`src/rtl/core/pooled_doubly_linked_list_core_macros.svh`:
```
// Assertion macros shared by the pooled list core.
`ifndef POOLED_DOUBLY_LINKED_LIST_CORE_MACROS_SVH
`define POOLED_DOUBLY_LINKED_LIST_CORE_MACROS_SVH
// Implication checked on every rising clock edge outside reset.
`define PDLL_ASSERT_IMP(label, clk, rst_n, ante, cons) \
  label: assert property (@(posedge clk) disable iff (!rst_n) (ante) |-> (cons)) \
    else $error("assertion failed");
// Next-cycle implication checked outside reset.
`define PDLL_ASSERT_NEXT(label, clk, rst_n, ante, cons) \
  label: assert property (@(posedge clk) disable iff (!rst_n) (ante) |=> (cons)) \
    else $error("assertion failed");
`endif

```
`src/rtl/core/pdll_pkg.sv`:
```
// Package with shared codes and widths of the pooled list core.
`timescale 1ns / 1ps
package pdll_pkg;
  localparam int unsigned PoolSizeDefault = 64;
  localparam int unsigned ValueWidth = 32;

  localparam logic [2:0] OpAppend  = 3'd0;
  localparam logic [2:0] OpInsert  = 3'd1;
  localparam logic [2:0] OpDelete  = 3'd2;
  localparam logic [2:0] OpReverse = 3'd3;
  localparam logic [2:0] OpPrint   = 3'd4;

  localparam logic [1:0] StOk       = 2'd0;
  localparam logic [1:0] StFull     = 2'd1;
  localparam logic [1:0] StNotFound = 2'd2;
  localparam logic [1:0] StEmpty    = 2'd3;
endpackage

```
`src/rtl/core/pooled_doubly_linked_list_core.sv`:
```
// Top level of the pooled doubly linked list core with its sequencer.
// A full or empty status is reported without entering a working state. Append and
// insert link the new node, relink its neighbors and scan for the next free slot;
// insert and delete first search the list, and reverse walks it once.
// Print sends each element as its own result, the last with tlast set. One request
// is worked on at a time; tready returns once the final result enters the output register.
// Reset (rst_ni low, asynchronous) empties the list, sets the allocation pointer to
// slot one and clears all used bits.
`timescale 1ns / 1ps
module pooled_doubly_linked_list_core
  import pdll_pkg::*;
#(
  parameter int unsigned POOL_SIZE = PoolSizeDefault
) (
  input  logic        clk_i,
  input  logic        rst_ni,
  input  logic        s_axis_tvalid,
  output logic        s_axis_tready,
  // tdata: operation [2:0], value [34:3], anchor_value [66:35], zero pad
  input  logic [71:0] s_axis_tdata,
  output logic        m_axis_tvalid,
  input  logic        m_axis_tready,
  // tdata: status [1:0], data [33:2], zero pad
  output logic [39:0] m_axis_tdata,
  // tlast: last result of the request
  output logic        m_axis_tlast
);
`include "pooled_doubly_linked_list_core_macros.svh"
  localparam int unsigned IW = $clog2(POOL_SIZE);
  localparam int unsigned CW = IW + 1;
  localparam logic [IW-1:0] NullIdx = '0;
  localparam logic [CW-1:0] Capacity = CW'(POOL_SIZE - 1);
  localparam logic [IW-1:0] LastIdx = IW'(POOL_SIZE - 1);

  typedef enum logic [3:0] {
    SIdle, SFind, SLink, SRelink, SScan, SDelete, SRev, SPrint
  } state_e;

  // Memories: value and link arrays. All three are read at the node that
  // cur_q will hold next, so the registered read data always belongs to cur_q.
  // Each array takes at most one write per cycle.
  logic [ValueWidth-1:0] val_mem [POOL_SIZE];
  logic [IW-1:0]         prv_mem [POOL_SIZE];
  logic [IW-1:0]         nxt_mem [POOL_SIZE];

  state_e          state_q, state_d;
  logic [2:0]      op_q, op_d;
  logic [31:0]     val_q, val_d, anc_q, anc_d;
  logic [IW-1:0]   head_q, head_d, tail_q, tail_d, alloc_q, alloc_d;
  logic [IW-1:0]   cur_q, cur_d, scan_q, scan_d, slot_q, slot_d;
  logic [CW-1:0]   cnt_q, cnt_d, steps_q, steps_d;
  logic [1:0]      st_q, st_d;
  logic            pend_q, pend_d, pend_last_q, pend_last_d, last_q, last_d;
  logic [31:0]     pend_data_q, pend_data_d;
  logic [POOL_SIZE-1:0] used_q, used_d;

  logic            val_we, prv_we, nxt_we;
  logic [IW-1:0]   val_wa, prv_wa, nxt_wa, prv_wd, nxt_wd;
  logic [31:0]     val_wd;
  logic [31:0]     cv_q;
  logic [IW-1:0]   cp_q, cn_q;

  logic            out_full, out_load;
  logic [39:0]     out_data;
  logic [31:0]     find_key;
  logic [IW-1:0]   scan_nx, link_nxt;

  assign scan_nx  = (scan_q == LastIdx) ? IW'(1) : scan_q + IW'(1);
  // Successor of the predecessor node; an empty list has none.
  assign link_nxt = (cur_q == NullIdx) ? NullIdx : cn_q;
  assign find_key = (op_q == OpInsert) ? anc_q : val_q;

  assign s_axis_tready = (state_q == SIdle) && !pend_q;
  assign out_load = pend_q && !out_full;
  assign out_data = {6'd0, pend_data_q, st_q};

  pdll_out_reg u_out (
    .clk_i, .rst_ni, .load_i(out_load), .data_i(out_data), .full_o(out_full),
    .tvalid_o(m_axis_tvalid), .tready_i(m_axis_tready), .tdata_o(m_axis_tdata)
  );
  assign m_axis_tlast = last_q;

  always_ff @(posedge clk_i) begin
    if (val_we) val_mem[val_wa] <= val_wd;
    if (prv_we) prv_mem[prv_wa] <= prv_wd;
    if (nxt_we) nxt_mem[nxt_wa] <= nxt_wd;
    cv_q <= val_mem[cur_d];
    cp_q <= prv_mem[cur_d];
    cn_q <= nxt_mem[cur_d];
  end

  always_comb begin
    state_d = state_q; op_d = op_q; val_d = val_q; anc_d = anc_q;
    head_d = head_q; tail_d = tail_q; alloc_d = alloc_q; cur_d = cur_q;
    scan_d = scan_q; slot_d = slot_q; cnt_d = cnt_q; steps_d = steps_q;
    st_d = st_q; pend_d = pend_q; pend_last_d = pend_last_q;
    pend_data_d = pend_data_q; used_d = used_q;
    last_d = out_load ? pend_last_q : last_q;
    val_we = 1'b0; val_wa = NullIdx; val_wd = '0;
    prv_we = 1'b0; prv_wa = NullIdx; prv_wd = NullIdx;
    nxt_we = 1'b0; nxt_wa = NullIdx; nxt_wd = NullIdx;
    if (out_load) pend_d = 1'b0;
    case (state_q)
      SIdle: begin
        if (s_axis_tvalid && s_axis_tready) begin
          op_d = s_axis_tdata[2:0]; val_d = s_axis_tdata[34:3];
          anc_d = s_axis_tdata[66:35];
          cur_d = head_q; steps_d = '0;
          pend_data_d = '0; pend_last_d = 1'b1; st_d = StOk;
          case (s_axis_tdata[2:0])
            OpAppend: begin
              if (cnt_q >= Capacity) begin
                st_d = StFull; pend_d = 1'b1;
              end else begin
                state_d = SLink; cur_d = tail_q;
              end
            end
            OpInsert: begin
              // A full pool is reported before the anchor is searched.
              if (cnt_q >= Capacity) begin
                st_d = StFull; pend_d = 1'b1;
              end else begin
                state_d = SFind;
              end
            end
            OpDelete: begin
              if (head_q == NullIdx) begin
                st_d = StEmpty; pend_d = 1'b1;
              end else begin
                state_d = SFind;
              end
            end
            OpReverse: state_d = SRev;
            OpPrint: begin
              if (head_q == NullIdx) begin
                st_d = StEmpty; pend_d = 1'b1;
              end else begin
                state_d = SPrint;
              end
            end
            default: pend_d = 1'b1;
          endcase
        end
      end
      SFind: begin
        // One compare per cycle along the list.
        if (cur_q == NullIdx || steps_q == CW'(POOL_SIZE)) begin
          st_d = StNotFound; pend_d = 1'b1; state_d = SIdle;
        end else if (cv_q == find_key) begin
          state_d = (op_q == OpInsert) ? SLink : SDelete;
        end else begin
          cur_d = cn_q; steps_d = steps_q + CW'(1);
        end
      end
      SLink: begin
        // cur_q is the predecessor (tail for append), alloc_q the new slot.
        val_we = 1'b1; val_wa = alloc_q; val_wd = val_q;
        prv_we = 1'b1; prv_wa = alloc_q; prv_wd = cur_q;
        nxt_we = 1'b1; nxt_wa = alloc_q; nxt_wd = link_nxt;
        used_d[alloc_q] = 1'b1;
        cnt_d = cnt_q + CW'(1);
        if (cur_q == NullIdx) begin
          head_d = alloc_q; tail_d = alloc_q;
        end else if (link_nxt == NullIdx) begin
          tail_d = alloc_q;
        end
        slot_d = alloc_q; scan_d = alloc_q; steps_d = '0;
        state_d = SRelink;
      end
      SRelink: begin
        // Point the neighbors at the new node.
        if (cur_q != NullIdx) begin
          nxt_we = 1'b1; nxt_wa = cur_q; nxt_wd = slot_q;
        end
        if (link_nxt != NullIdx) begin
          prv_we = 1'b1; prv_wa = link_nxt; prv_wd = slot_q;
        end
        state_d = SScan;
      end
      SScan: begin
        // Circular free-slot search, one slot per cycle.
        if (steps_q == CW'(POOL_SIZE)) begin
          pend_d = 1'b1; state_d = SIdle;
        end else if (!used_q[scan_nx]) begin
          alloc_d = scan_nx; pend_d = 1'b1; state_d = SIdle;
        end else begin
          scan_d = scan_nx; steps_d = steps_q + CW'(1);
        end
      end
      SDelete: begin
        if (cp_q == NullIdx) begin
          head_d = cn_q;
        end else begin
          nxt_we = 1'b1; nxt_wa = cp_q; nxt_wd = cn_q;
        end
        if (cn_q == NullIdx) begin
          tail_d = cp_q;
        end else begin
          prv_we = 1'b1; prv_wa = cn_q; prv_wd = cp_q;
        end
        used_d[cur_q] = 1'b0;
        cnt_d = cnt_q - CW'(1);
        if (cnt_q == CW'(1)) begin
          head_d = NullIdx; tail_d = NullIdx;
        end
        // Leaving the full state hands the freed slot to the next allocation.
        if (cnt_q >= Capacity) alloc_d = cur_q;
        pend_d = 1'b1; state_d = SIdle;
      end
      SRev: begin
        if (cur_q == NullIdx || steps_q == CW'(POOL_SIZE)) begin
          head_d = tail_q; tail_d = head_q;
          pend_d = 1'b1; state_d = SIdle;
        end else begin
          nxt_we = 1'b1; nxt_wa = cur_q; nxt_wd = cp_q;
          prv_we = 1'b1; prv_wa = cur_q; prv_wd = cn_q;
          cur_d = cn_q; steps_d = steps_q + CW'(1);
        end
      end
      SPrint: begin
        if (!pend_q) begin
          pend_data_d = cv_q;
          pend_last_d = (cn_q == NullIdx) || (steps_q == CW'(POOL_SIZE - 1));
          pend_d = 1'b1;
          if ((cn_q == NullIdx) || (steps_q == CW'(POOL_SIZE - 1))) state_d = SIdle;
          cur_d = cn_q; steps_d = steps_q + CW'(1);
        end
      end
      default: state_d = SIdle;
    endcase
  end

  always_ff @(posedge clk_i or negedge rst_ni) begin
    if (!rst_ni) begin
      state_q <= SIdle; used_q <= '0; head_q <= NullIdx; tail_q <= NullIdx;
      cnt_q <= '0; alloc_q <= IW'(1); pend_q <= 1'b0;
      op_q <= '0; val_q <= '0; anc_q <= '0; cur_q <= '0; scan_q <= '0;
      slot_q <= '0; steps_q <= '0; st_q <= StOk; pend_last_q <= 1'b0;
      pend_data_q <= '0; last_q <= 1'b0;
    end else begin
      state_q <= state_d; used_q <= used_d; head_q <= head_d; tail_q <= tail_d;
      cnt_q <= cnt_d; alloc_q <= alloc_d; pend_q <= pend_d;
      op_q <= op_d; val_q <= val_d; anc_q <= anc_d; cur_q <= cur_d; scan_q <= scan_d;
      slot_q <= slot_d; steps_q <= steps_d; st_q <= st_d; pend_last_q <= pend_last_d;
      pend_data_q <= pend_data_d; last_q <= last_d;
    end
  end

  `PDLL_ASSERT_IMP(a_cnt_cap, clk_i, rst_ni, 1'b1, cnt_q <= Capacity)
  `PDLL_ASSERT_IMP(a_empty_head, clk_i, rst_ni, cnt_q == '0, head_q == NullIdx)
  `PDLL_ASSERT_IMP(a_busy_no_accept, clk_i, rst_ni, state_q != SIdle, !s_axis_tready)
  `PDLL_ASSERT_NEXT(a_link_relink, clk_i, rst_ni, state_q == SLink, state_q == SRelink)
endmodule

```
`src/rtl/core/pdll_out_reg.sv`:
```
// Output register stage holding one result request.
`timescale 1ns / 1ps
module pdll_out_reg
  import pdll_pkg::*;
(
  input  logic        clk_i,
  input  logic        rst_ni,
  input  logic        load_i,
  input  logic [39:0] data_i,
  output logic        full_o,
  output logic        tvalid_o,
  input  logic        tready_i,
  output logic [39:0] tdata_o
);
  logic        valid_q;
  logic [39:0] data_q;

  always_ff @(posedge clk_i or negedge rst_ni) begin
    if (!rst_ni) begin
      valid_q <= 1'b0;
    end else if (load_i) begin
      valid_q <= 1'b1;
    end else if (tready_i) begin
      valid_q <= 1'b0;
    end
  end

  always_ff @(posedge clk_i) begin
    if (load_i) begin
      data_q <= data_i;
    end
  end

  assign full_o   = valid_q;
  assign tvalid_o = valid_q;
  assign tdata_o  = data_q;
endmodule
```
`config.mk`:
```
export PLATFORM = sky130hd
export DESIGN_NAME = pooled_doubly_linked_list_core
export DESIGN_NICKNAME = d
export VERILOG_FILES = /design/src/rtl/core/pdll_pkg.sv /design/src/rtl/core/pooled_doubly_linked_list_core.sv /design/src/rtl/core/pdll_out_reg.sv
export VERILOG_INCLUDE_DIRS = /design/src /design/src/rtl/core
export SDC_FILE = /design/constraint.sdc
export NUM_CORES = 2
export LEC_CHECK = 0
export BUFFER_PORTS_ARGS = -buffer_cell sky130_fd_sc_hd__buf_2
export CAP_MARGIN = 20
export CORE_ASPECT_RATIO = 1.5
export CORE_MARGIN = 4
export CORE_UTILIZATION = 59
export CTS_BUF_LIST = sky130_fd_sc_hd__clkbuf_2 sky130_fd_sc_hd__clkbuf_4 sky130_fd_sc_hd__clkbuf_8
export DETAILED_ROUTE_END_ITERATION = 7
export GPL_TIMING_DRIVEN = 1
export MAX_ROUTING_LAYER = met4
export PLACE_DENSITY = 0.78
export SETUP_SLACK_MARGIN = 0.2
export SYNTH_ARGS = -nofsm -noshare
export SYNTH_HDL_FRONTEND = slang
export SYNTH_SLANG_ARGS = --single-unit
```
`constraint.sdc`:
```
create_clock -name clk_i -period 3.95 [get_ports clk_i]
set_input_delay 0.9875 -clock clk_i [delete_from_list [all_inputs] [get_ports clk_i]]
set_output_delay 0.9875 -clock clk_i [all_outputs]
set_load 0.05 [all_outputs]
```
==> impl_metrics.tcl <==
set metrics [dict create \
    grt_pass1_wl_um 487200 \
    rows 206 \
    htree_num_levels 5 \
    numCtsBuffers 413 \
    finalPower_mw 139.9 \
    clockBufferDepth 4 \
    synthFlopType "edfxtp_1" \
    start_kind "register" \
    max_stage_delay_ps 600 \
    netlist_top_cells_area "edfxtp_1 (69%), mux2i_1 (8.6%), dfrtp_1 (4.4%), mux2_2 (3.3%), o211ai_1 (2.1%)" \
    synth_seq_area_share_pct 73.84 \
    nNetsFinal 8832 \
    drc 0 \
    cts_tree "built" \
    final_util_pct 70.31 \
    dp_hpwl_um 193000 \
    crit_slowest_cell "or4_4" \
    clk_pin_slew_ps 70 \
    ys_seq_elements 3116 \
    clock_latency_ps 1010 \
    violations "setup timing" \
    status "finished with violations" \
    initial_utilization_pct 59.32 \
    yosys_warnings 0 \
    synth_cell_types 80 \
    grt-ovfl-total 0 \
    maxSlewHeadroom_pct 24.41 \
    cp_cell_sequence "nand2b_1 > o2111ai_1 > nor4_4 > a31oi_1 > or4_4 > or4_4 > nand4_4 > buf_6 > buf_12 > buf_16 > buf_16 > buf_12 > buf_4 > mux2i_2 > o22ai_1 > o21ai_1 > nand4_1 > or3_1" \
    power_density_mw_per_mm2 947.3 \
    cts-root-buf "clkbuf_8" \
    worstMarginPinSlew_ps 1134 \
    synth_top_area_cell "edfxtp_1" \
    antenna_found_initial 10 \
    clock.fmax_ghz 0.2040 \
    die_area_mm2 0.2188 \
    rsz0062_at_grt "yes" \
    grtUsageTotal_pct 30.95 \
    setup_slack_ps -952.4 \
    synthCells 7712 \
    hold_class "input port to register" \
    area_growth_pct 18.52 \
    maxSlewViolCount 0 \
    synth_area_mm2 0.1246 \
    wl_per_cell_um 28.62 \
    place_congestion 0.9646 \
    synth-edff-count 2850 \
    setup_viol 44 \
    nFillCells 12350 \
    ant_nets 0 \
    ir_worst_vdd_uv 678.1 \
    hold_viol 0 \
    post-route-min-period_ps 4902 \
    async_flop_share_pct 7.125 \
    critPathArrivalTime_ps 5730 \
    synthTopCellsByCount "edfxtp_1 (2850), mux2i_1 (1069), nand2_1 (707), o22ai_1 (363), mux2_2 (361)" \
    io_buffer_count 107 \
    grt_pass1_vias 76130 \
    coreArea_mm2 0.2101 \
    yosysMostFrequentCell "edfxtp_1" \
    routed_wl_um 340700 \
    synth_top_area_share_pct 68.68 \
    drtPass1Iterations 7 \
    leakage_nw 55.95 \
    crit_required_ps 4780 \
    crit_buf_inv 6 \
    path_max_fanout 8 \
    syn_avg_cell_area_um2 16.16 \
    max-cap-violations 0 \
    crit_family "simple AND/OR/NAND/NOR gates" \
    fin_crit_sh_pct 124.1 \
    fp.dieH_um 570.9 \
    avgViaCountPerCell 6.429 \
    skew_ps 90.84 \
    io_pins 119 \
    reg2reg_slack_ps -950 \
    critPathKind "register to register" \
    die_w_um 383.2 \
    end_kind "register" \
    clock-sinks 3116 \
    grt_max_degree 94 \
    drtIter0Drc 9536 \
    drive_gt1_share_pct 26.97 \
    vias 76520 \
]
==> per-stage QoR <==
stage / cell area [um^2] / worst slack (ps) / hold WS (ps) / std cells / setup TNS (ps)
3_5_place_dp: 134300 / -1362 / 429.6 / 10910 / -51130
3_3_place_gp: 134300 / -1310 / 430.5 / 10910 / -46820
4_1_cts: 146100 / -858.7 / 137.1 / 11820 / -32220
6_report: 147700 / -952.4 / 206.6 / 11900 / -35760
5_1_grt: 147700 / -986.2 / 193.0 / 11900 / -38020
2_1_floorplan: 124900 / 23.26 / 424.8 / 7717 / 0
==> logic make-up (layout without fill, tap and decap cells) <==
family / count (synthesis) / in the layout / share of synthesized area, %
AO/OA/AOI/OAI: 1258 / 1258 / 6.534
multiplexers: 1450 / 1450 / 12.21
flip-flops: 3116 / 3116 / 73.84
buffers and inverters: 519 / 1886 / 2.294
AND/OR/NAND/NOR: 1321 / 1321 / 4.765
adder cells (fa/ha/maj): 6 / 6 / 0.06024
XOR/XNOR: 41 / 41 / 0.2882
other: 1 / 17 / 0.003009
==> tightest hold or removal path, cell delays in order <==
cell,delay (ps)
buf_2,70
nand2_1,40
nand2_1,50
==> cell type report <==
class	instances	area [um^2]	share of cell area (%)
sequential	3116	92020	62.30
multi-input combinational	4082	31270	21.17
timing repair buffer	1093	12230	8.283
clock buffer	553	6910	4.679
tap	2808	3513	2.379
clock inverter	196	1548	1.048
inverter	44	170.2	0.1152
antenna	11	27.53	0.01864
==> cells in the final DEF, fill, tap and decap left out, drive strengths merged, types with 30 or more instances in the layout <==
| master | netlist | routed |
|---|---|---|
| a21oi | 40 | 40 |
| and2 | 30 | 30 |
| buf | 304 | 1074 |
| clkbuf | 171 | 564 |
| clkinv | 0 | 148 |
| dfrtp | 221 | 221 |
| dfxtp | 44 | 44 |
| edfxtp | 2850 | 2850 |
| inv | 44 | 54 |
| mux2 | 361 | 361 |
| mux2i | 1069 | 1069 |
| nand2 | 707 | 707 |
| nand3 | 30 | 30 |
| nand4 | 146 | 146 |
| nor2 | 265 | 265 |
| o211ai | 354 | 354 |
| o21ai | 384 | 384 |
| o22ai | 363 | 363 |
| or3 | 52 | 52 |
==> metal layers <==
layer	up-vias	wire length, um	track usage [%]
li1	32260	-	-
met4	0	18670	15.01
met3	1103	34780	5.515
met2	4999	168900	50.53
met5	-	0	-
met1	38160	118400	37.64
==> timing repair <==
action                                  4_1_cts  5_1_grt
hold endpoints to repair                      2        0
hold buffers                                  1        0
endpoints found under the setup margin       59      210
buffers inserted                            125       44
gates cloned                                 36       10
pin swaps                                   116       77
gates resized for setup                     287      175
==> power by group <==
part | leakage (nW) | switching (mW) | internal (mW)
combinational | 21.9 | 39.7 | 32.8
clock | 4.44 | 11.8 | 12.9
sequential | 29.6 | 1.37 | 41.3
==> state kept, by name, summed over array words and instances, names as in the netlist, 7 cells and up <==
name / flops
val_mem: 2048
nxt_mem: 384
prv_mem: 384
used_q: 64
u_out.tdata_o: 34
anc_q: 32
cv_q: 32
pend_data_q: 32
val_q: 32
cnt_q: 7
steps_q: 7
==> final timing paths <==
check	start	to	depth (start not counted)
worst max-delay path	cv_q[2]	cn_q[5]	18
worst min-delay path	s_axis_tdata[49]	anc_q[14]	3
worst max register to register	cv_q[2]	cn_q[5]	18
worst min register to register	pend_data_q[26]	u_out.tdata_o[28]	0
max in group asynchronous	rst_ni	val_q[13]	3
min in group asynchronous	rst_ni	cnt_q[3]	2
(Power assumes the default switching activity.)
